===== src/hdl/t4te_pkg.sv =====
package t4te_pkg;

    localparam int LINE_W   = 32;
    localparam int NIBBLE_W = 4;
    localparam int PIXELS   = LINE_W / NIBBLE_W;
    localparam int MODE_W   = 3;
    localparam int SHIFT_W  = 4;
    localparam int APB_W    = 32;
    localparam int ADDR_W   = 3;

    // Register indexes, selected by paddr[2].
    localparam logic REG_MODE  = 1'b0;
    localparam logic REG_SHIFT = 1'b1;

    // Transform mode codes.
    localparam logic [MODE_W-1:0] MODE_PASS    = 3'd0;
    localparam logic [MODE_W-1:0] MODE_OR      = 3'd1;
    localparam logic [MODE_W-1:0] MODE_SHL     = 3'd2;
    localparam logic [MODE_W-1:0] MODE_SHR     = 3'd3;
    localparam logic [MODE_W-1:0] MODE_FLIP_V  = 3'd4;
    localparam logic [MODE_W-1:0] MODE_FLIP_H  = 3'd5;
    localparam logic [MODE_W-1:0] MODE_FLIP_VH = 3'd6;

    typedef struct packed {
        logic [MODE_W-1:0]  mode;
        logic [SHIFT_W-1:0] shift;
    } tile_cfg_t;

    typedef struct packed {
        logic shift_fwd;
        logic shift_rev;
    } cell_ctrl_t;

endpackage


===== src/hdl/t4te_cell.sv =====
module t4te_cell
(
    input  logic                          clk,
    input  t4te_pkg::cell_ctrl_t          ctrl,
    input  logic [t4te_pkg::LINE_W-1:0]   prev_line,
    input  logic [t4te_pkg::LINE_W-1:0]   prev_partner,
    input  logic [t4te_pkg::LINE_W-1:0]   next_line,
    input  logic [t4te_pkg::LINE_W-1:0]   next_partner,
    output logic [t4te_pkg::LINE_W-1:0]   line,
    output logic [t4te_pkg::LINE_W-1:0]   partner
);

    logic [t4te_pkg::LINE_W-1:0] line_reg;
    logic [t4te_pkg::LINE_W-1:0] line_next;
    logic [t4te_pkg::LINE_W-1:0] partner_reg;
    logic [t4te_pkg::LINE_W-1:0] partner_next;

    always_comb
    begin
        line_next    = line_reg;
        partner_next = partner_reg;
        if (ctrl.shift_fwd)
        begin
            line_next    = prev_line;
            partner_next = prev_partner;
        end
        else if (ctrl.shift_rev)
        begin
            line_next    = next_line;
            partner_next = next_partner;
        end
    end

    always_ff @(posedge clk)
    begin
        line_reg    <= line_next;
        partner_reg <= partner_next;
    end

    assign line    = line_reg;
    assign partner = partner_reg;

endmodule


===== src/hdl/t4te_xform.sv =====
module t4te_xform
(
    input  t4te_pkg::tile_cfg_t           cfg,
    input  logic [t4te_pkg::LINE_W-1:0]   fwd_line,
    input  logic [t4te_pkg::LINE_W-1:0]   fwd_partner,
    input  logic [t4te_pkg::LINE_W-1:0]   rev_line,
    output logic [t4te_pkg::LINE_W-1:0]   result
);

    localparam int SHAMT_W = t4te_pkg::SHIFT_W + 1;

    logic [t4te_pkg::LINE_W-1:0] rev_nibbles;
    logic [SHAMT_W-1:0]          bit_shift;
    logic                        shift_clear;

    // Reversing the nibbles of the far-end line serves both horizontal flips:
    // for the plain horizontal flip the far end is never selected, so it is
    // taken from the forward head instead.
    logic [t4te_pkg::LINE_W-1:0] flip_src;

    assign flip_src = (cfg.mode == t4te_pkg::MODE_FLIP_VH) ? rev_line : fwd_line;

    always_comb
    begin
        for (int p = 0; p < t4te_pkg::PIXELS; p++)
        begin
            rev_nibbles[p*t4te_pkg::NIBBLE_W +: t4te_pkg::NIBBLE_W] =
                flip_src[(t4te_pkg::PIXELS-1-p)*t4te_pkg::NIBBLE_W +: t4te_pkg::NIBBLE_W];
        end
    end

    // Eight or more pixels shift every pixel out of the line.
    assign shift_clear = cfg.shift[t4te_pkg::SHIFT_W-1];
    assign bit_shift   = {cfg.shift[t4te_pkg::SHIFT_W-2:0], 2'b00};

    always_comb
    begin
        case (cfg.mode)
            t4te_pkg::MODE_OR:
                result = fwd_line | fwd_partner;
            t4te_pkg::MODE_SHL:
                result = shift_clear ? '0 : (fwd_line >> bit_shift);
            t4te_pkg::MODE_SHR:
                result = shift_clear ? '0 : (fwd_line << bit_shift);
            t4te_pkg::MODE_FLIP_V:
                result = rev_line;
            t4te_pkg::MODE_FLIP_H, t4te_pkg::MODE_FLIP_VH:
                result = rev_nibbles;
            default:
                result = fwd_line;
        endcase
    end

endmodule


===== src/hdl/tile_4bpp_transform_engine.sv =====
// Tile transform engine for 8x8 tiles of 4-bit pixels. One transaction on the
// tile channel delivers a tile line and its partner line; they enter a chain of
// line cells that holds the whole tile. Loading takes one cycle per line. When
// the eighth line is accepted the mode and shift registers are latched for the
// tile, tile_stall rises, and, while the output is not stalled, the chain
// shifts one line per cycle toward the output register (from the far end for
// the vertical flips), so eight results follow, the eighth with last_line set.
// The cell chain holds one tile at a time, so the next tile is held off until
// the last line of this one has left the chain. The first line of the next
// tile may be accepted while the last result still waits in the output
// register. No clearing pass is needed after reset.
module tile_4bpp_transform_engine
#(
    parameter int TILE_LINES = 8
)
(
    input  logic                               clk,
    input  logic                               rst_n,

    input  logic                               psel,
    input  logic                               penable,
    input  logic                               pwrite,
    input  logic [t4te_pkg::ADDR_W-1:0]        paddr,
    input  logic [t4te_pkg::APB_W-1:0]         pwdata,
    output logic [t4te_pkg::APB_W-1:0]         prdata,
    output logic                               pready,

    input  logic                               tile_valid,
    output logic                               tile_stall,
    input  logic [t4te_pkg::LINE_W-1:0]        tile_line,
    input  logic [t4te_pkg::LINE_W-1:0]        partner_line,

    output logic                               result_valid,
    input  logic                               result_stall,
    output logic [t4te_pkg::LINE_W-1:0]        result_line,
    output logic                               last_line
);

    localparam int IDX_W = $clog2(TILE_LINES);
    localparam logic [IDX_W-1:0] LAST_IDX = IDX_W'(TILE_LINES - 1);

    typedef enum logic [1:0] {
        ST_LOAD = 2'b01,
        ST_EMIT = 2'b10
    } state_t;

    state_t                        state_reg, state_next;
    logic [t4te_pkg::MODE_W-1:0]   mode_reg;
    logic [t4te_pkg::SHIFT_W-1:0]  shift_reg;
    t4te_pkg::tile_cfg_t           tile_cfg_reg;
    logic [IDX_W-1:0]              load_cnt_reg;
    logic [IDX_W-1:0]              emit_cnt_reg;
    logic                          out_valid_reg;
    logic                          out_last_reg;
    logic [t4te_pkg::LINE_W-1:0]   out_line_reg;

    logic                          cfg_write;
    logic                          tile_accept;
    logic                          tile_done;
    logic                          out_free;
    logic                          emit_step;
    logic                          flip_vert;
    t4te_pkg::cell_ctrl_t          cell_ctrl;
    logic [t4te_pkg::LINE_W-1:0]   xf_result;

    logic [t4te_pkg::LINE_W-1:0]   cell_line    [TILE_LINES];
    logic [t4te_pkg::LINE_W-1:0]   cell_partner [TILE_LINES];

    // Configuration port.
    assign pready    = 1'b1;
    assign cfg_write = psel && penable && pwrite && pready;

    always_ff @(posedge clk or negedge rst_n)
    begin
        if (!rst_n)
        begin
            mode_reg  <= t4te_pkg::MODE_PASS;
            shift_reg <= '0;
        end
        else if (cfg_write)
        begin
            unique case (paddr[2])
                t4te_pkg::REG_MODE:  mode_reg  <= pwdata[t4te_pkg::MODE_W-1:0];
                t4te_pkg::REG_SHIFT: shift_reg <= pwdata[t4te_pkg::SHIFT_W-1:0];
                default: ;
            endcase
        end
    end

    always_comb
    begin
        unique case (paddr[2])
            t4te_pkg::REG_MODE:  prdata = {{(t4te_pkg::APB_W-t4te_pkg::MODE_W){1'b0}}, mode_reg};
            t4te_pkg::REG_SHIFT: prdata = {{(t4te_pkg::APB_W-t4te_pkg::SHIFT_W){1'b0}}, shift_reg};
            default:             prdata = '0;
        endcase
    end

    // Control.
    assign tile_stall  = (state_reg != ST_LOAD);
    assign tile_accept = tile_valid && !tile_stall;
    assign tile_done   = tile_accept && (load_cnt_reg == LAST_IDX);
    assign out_free    = !out_valid_reg || !result_stall;
    assign emit_step   = (state_reg == ST_EMIT) && out_free;
    assign flip_vert   = (tile_cfg_reg.mode == t4te_pkg::MODE_FLIP_V)
                      || (tile_cfg_reg.mode == t4te_pkg::MODE_FLIP_VH);

    always_comb
    begin
        cell_ctrl.shift_fwd = tile_accept || (emit_step && !flip_vert);
        cell_ctrl.shift_rev = emit_step && flip_vert;
    end

    always_comb
    begin
        state_next = state_reg;
        unique case (state_reg)
            ST_LOAD: if (tile_done) state_next = ST_EMIT;
            ST_EMIT: if (emit_step && (emit_cnt_reg == LAST_IDX)) state_next = ST_LOAD;
            default: state_next = ST_LOAD;
        endcase
    end

    always_ff @(posedge clk or negedge rst_n)
    begin
        if (!rst_n)
        begin
            state_reg     <= ST_LOAD;
            load_cnt_reg  <= '0;
            emit_cnt_reg  <= '0;
            out_valid_reg <= 1'b0;
            tile_cfg_reg  <= '0;
        end
        else
        begin
            state_reg <= state_next;
            if (tile_accept)
                load_cnt_reg <= load_cnt_reg + 1'b1;
            if (tile_done)
            begin
                tile_cfg_reg.mode  <= mode_reg;
                tile_cfg_reg.shift <= shift_reg;
            end
            if (emit_step)
                emit_cnt_reg <= emit_cnt_reg + 1'b1;
            if (emit_step)
                out_valid_reg <= 1'b1;
            else if (!result_stall)
                out_valid_reg <= 1'b0;
        end
    end

    always_ff @(posedge clk)
    begin
        if (emit_step)
        begin
            out_line_reg <= xf_result;
            out_last_reg <= (emit_cnt_reg == LAST_IDX);
        end
    end

    // Cell chain: new lines enter at cell 0, so the first line of a tile ends
    // in the last cell and the last line in cell 0.
    for (genvar k = 0; k < TILE_LINES; k++)
    begin : g_cell
        logic [t4te_pkg::LINE_W-1:0] prev_l, prev_p, next_l, next_p;

        if (k == 0)
        begin : g_head
            assign prev_l = tile_line;
            assign prev_p = partner_line;
        end
        else
        begin : g_body
            assign prev_l = cell_line[k-1];
            assign prev_p = cell_partner[k-1];
        end

        if (k == TILE_LINES - 1)
        begin : g_tail
            assign next_l = '0;
            assign next_p = '0;
        end
        else
        begin : g_inner
            assign next_l = cell_line[k+1];
            assign next_p = cell_partner[k+1];
        end

        t4te_cell u_cell
        (
            .clk          (clk),
            .ctrl         (cell_ctrl),
            .prev_line    (prev_l),
            .prev_partner (prev_p),
            .next_line    (next_l),
            .next_partner (next_p),
            .line         (cell_line[k]),
            .partner      (cell_partner[k])
        );
    end

    t4te_xform u_xform
    (
        .cfg         (tile_cfg_reg),
        .fwd_line    (cell_line[TILE_LINES-1]),
        .fwd_partner (cell_partner[TILE_LINES-1]),
        .rev_line    (cell_line[0]),
        .result      (xf_result)
    );

    assign result_valid = out_valid_reg;
    assign result_line  = out_line_reg;
    assign last_line    = out_last_reg;

endmodule


===== config.mk =====
export PLATFORM = sky130hd
export DESIGN_NAME = tile_4bpp_transform_engine
export DESIGN_NICKNAME = d
export VERILOG_FILES = /design/src/hdl/t4te_pkg.sv /design/src/hdl/t4te_cell.sv /design/src/hdl/t4te_xform.sv /design/src/hdl/tile_4bpp_transform_engine.sv
export SDC_FILE = /design/constraint.sdc
export NUM_CORES = 1
export LEC_CHECK = 0
export BUFFER_PORTS_ARGS = -buffer_cell sky130_fd_sc_hd__buf_2
export CAP_MARGIN = 5
export CORE_UTILIZATION = 62
export DETAILED_ROUTE_END_ITERATION = 8
export GPL_TIMING_DRIVEN = 0
export PLACE_DENSITY = 0.85
export RECOVER_POWER = 25
export SLEW_MARGIN = 40
export SYNTH_ARGS = -nofsm -noshare
export SYNTH_HDL_FRONTEND = slang
export SYNTH_HIERARCHICAL = 1
export SYNTH_SLANG_ARGS = --single-unit
export TNS_END_PERCENT = 100

===== constraint.sdc =====
create_clock -name clk -period 4.65 [get_ports clk]
set_input_delay 0.465 -clock clk [delete_from_list [all_inputs] [get_ports clk]]
set_output_delay 0.465 -clock clk [all_outputs]
set_load 0.01 [all_outputs]

==> reports/qor.csv <==
stage,metric,value,unit
grt,largest net degree at the start of global routing,39,
clock_network,post-CTS resize count,0,
job,Max-Cap Viols,0,
clock_network,depth of the CTS H-tree,2,
sta,Slew HR,0.0274,
routing,Pre-antenna DRT Iters,9,
synth,sequential area share after synthesis,0.574,
routing,Avg Vias per Cell,6.52,
sta,Fin Hold WS,0.0904,ns
finish,most frequent cells in the layout,"545 x edfxtp_1, 347 x mux2_4, 141 x mux2_2",
floorplan,Site Rows,79,
placement,Final HPWL DP,59.0,mm
grt,initial antenna violation count,0,
finish,fillers,3017,
worst_setup_path,Critical Path RT,4.96,ns
clock_network,Max clock buf depth,3,
grt,met3 Resource Use GR,0.0478,
placement,pre-CTS worst setup slack,1.45,ns
worst_setup_path,CP startpoint kind,register,
floorplan,Initial Utilization,0.631,
finish,fin nets,2254,
routing,First DRT Iteration DRCs,2078,
synth,#FFs+latches synth,568,
pwr,power consumption,22900,uW
routing,drt drc,9,
pwr,part of the power in registers,0.412,
grt,busiest layer in global routing,met2,
sta,Final Max Tran Viols,0,
clock_network,# clock sinks,568,
grt,first-pass GRT wire length,123,mm
placement,placed insts,2692,
sta,RSZ-0062 raised after global routing,no,
sta,Clock Skews,0.0331,ns
pwr,Power Density,694,nW/um2
pwr,Internal Pwr Total,14800,uW
grt,vias in the first global route,18467,
routing,WL per Instance,30.6,um
finish,synth-to-layout area growth,11.7,%
routing,final WL,85.7,mm
sta,setup ws final,0.795,ns
clock_network,latest clock arrival within the worst-skew pair,0.63,ns
clock_network,CTS Root Cell,clkbuf_16,
clock_network,number of buffers created by CTS,56,
synth,ys async rst share,0.0405,
worst_setup_path,CP Max Fanout,34,
floorplan,Die Wd,220,um
synth,Synthesis Warnings,6,
floorplan,IO Count,174,
finish,"commonest non-fill, non-tap cell in the layout",edfxtp_1,
grt,gr ovfl total,0,
floorplan,DIE AREA,48500,um2
hold_path,hold crit path type,in -> reg,
synth,"Top FF cell, synth",edfxtp_1,
worst_setup_path,critical path class,reg -> reg,
floorplan,die height,220,um
synth,Mapped Cells,1867,
pwr,Switching Power,8110,uW
floorplan,core footprint,46800,um2
placement,Port Buffer Count,114,
placement,GPL Wtd Cong,1.02,
clock_network,Worst-path clk slew,0.06,ns
routing,Routed Antenna Nets,0,
grt,GR Layer Usage met2,0.569,
worst_setup_path,critical path data arrival time,4.16,ns
sta,Tmin final,3.85,ns
finish,antenna cells,0,
synth,Mapped Area,29500,um2
pwr,switching share of total power,0.354,
worst_setup_path,Setup crit end kind,register,
finish,post-route insts no fill,2798,
pwr,Clk network pwr share,0.198,
routing,vias,18251,
synth,"Avg Cell Area, Syn",15.8,um2
sta,final number of hold-violating endpoints,0,
status,failing checks,DRC,
synth,Post-synth EDFFs,545,
clock_network,CTS tree,built,
pwr,Max VDD drop,0.443,mV
sta,Least-Margin Pin Slew,1.46,ns
finish,"Core Util, Final",0.705,
sta,period utilisation layout,0.829,
sta,Fmax,259,MHz
synth,Cell variety after synth,69,
pwr,Leak Pwr,0.0128,uW
status,outcome,"complete, but fails checks",
grt,GR Util met1,0.486,
pwr,Logic pwr share,0.390,
sta,final setup fails,0,
finish,proportion of layout cells with a drive suffix above 1,0.366,
grt,GRT Util Overall,0.354,
==> layout make-up <==
class / instances / area, um2 / share of cell area
multi-input cells: 1182 / 11400 / 0.346
plain buffers: 171 / 1130 / 0.0343
repair buffers: 128 / 778 / 0.0236
inverters: 37 / 141 / 0.00429
flip-flops and latches: 568 / 16900 / 0.514
clock buffers: 67 / 1440 / 0.0438
well taps: 607 / 759 / 0.0230
clock inverters: 38 / 380 / 0.0115
==> cell families after synthesis <==
logic type / synth area share
other: 0.000254
adders and majority gates: 0.00170
muxes: 0.275
and+or+nand+nor: 0.0383
DFF: 0.574
AOI/OAI and AO/OA: 0.0652
xor gates and xnor gates: 0.000594
buffers and inverters: 0.0454
==> timing repair <==
action,CTS,global route
hold buffers,1,0
endpoints found under the hold margin,22,0
buffers inserted,0,0
==> routing by layer <==
metal	wire length [um]	part of all wire
met5	0	0
met3	6270	0.073
met4	3290	0.038
met2	40600	0.47
met1	35500	0.41
==> synth_stat cells (5+ instances only) <==
library cell | n | area (um2)
mux2_4 | 394 | 5920
o211ai_1 | 6 | 45.0
and2_1 | 7 | 43.8
a2111oi_0 | 5 | 43.8
buf_2 | 41 | 205
or2_1 | 8 | 50.1
a32oi_1 | 11 | 96.3
edfxtp_1 | 545 | 16400
mux4_2 | 10 | 225
a22oi_1 | 20 | 150
nand3b_1 | 7 | 52.6
a31oi_1 | 11 | 68.8
clkbuf_1 | 43 | 161
nand2b_1 | 24 | 150
a211oi_1 | 17 | 128
a21oi_1 | 40 | 200
buf_6 | 50 | 563
o21ai_1 | 9 | 45.0
a21boi_0 | 8 | 60.1
o21ai_0 | 53 | 265
o32a_1 | 7 | 70.1
nand3_1 | 12 | 60.1
nand2_1 | 78 | 293
inv_1 | 36 | 135
nor2b_1 | 5 | 31.3
nor3_1 | 8 | 40.0
mux2i_1 | 35 | 350
buf_4 | 35 | 263
a221oi_1 | 28 | 245
mux2_2 | 143 | 1610
o21bai_1 | 19 | 143
nor2_1 | 63 | 236
dfrtp_1 | 22 | 551
==> through the flow <==
step	cell area (um2)	setup TNS, ns
floorplan	29900	0
CTS	33300	0
finish	33000	0
detailed placement	31500	0
global route	33000	0
global placement	31200	-824.54
==> power groups by stage <==
stage	combinational, uW	clock [uW]	sequential, uW
final	8940	4530	9430
after global routing	9250	4740	9550
after CTS	8870	4570	9410
after detailed placement	8750	0	9440
after global placement	8390	0	9420
after floorplan	6370	0	8820
==> worst max-delay path, cell delays in order (launching register included) <==
cell	delay [ns]
dfstp_1	0.40
nand2b_1	0.20
nand2b_1	0.35
o21ai_4	0.59
clkbuf_1	1.13
buf_6	0.31
or2_4	0.23
buf_12	0.24
==> path summary, 6_finish.rpt <==
check                                             from                                endpoint  slack [ns]  depth (start not counted)
min                                          pwdata[3]                shift_reg[3]$_DFFE_PN0P_        0.09                          2
max in group asynchronous                        rst_n             tile_cfg_reg[4]$_DFFE_PN0P_        3.27                          2
min reg2reg                emit_cnt_reg[0]$_DFFE_PN0P_             emit_cnt_reg[0]$_DFFE_PN0P_        0.49                          1
max                           state_reg[0]$_DFFE_PN1P_  g_cell[3].u_cell/partner[31]$_DFFE_PP_        0.80                          7
max reg2reg                   state_reg[0]$_DFFE_PN1P_  g_cell[3].u_cell/partner[31]$_DFFE_PP_        0.80                          7
min in group asynchronous                        rst_n             emit_cnt_reg[0]$_DFFE_PN0P_        0.64                          2
Power figures use the tool's default switching activity.
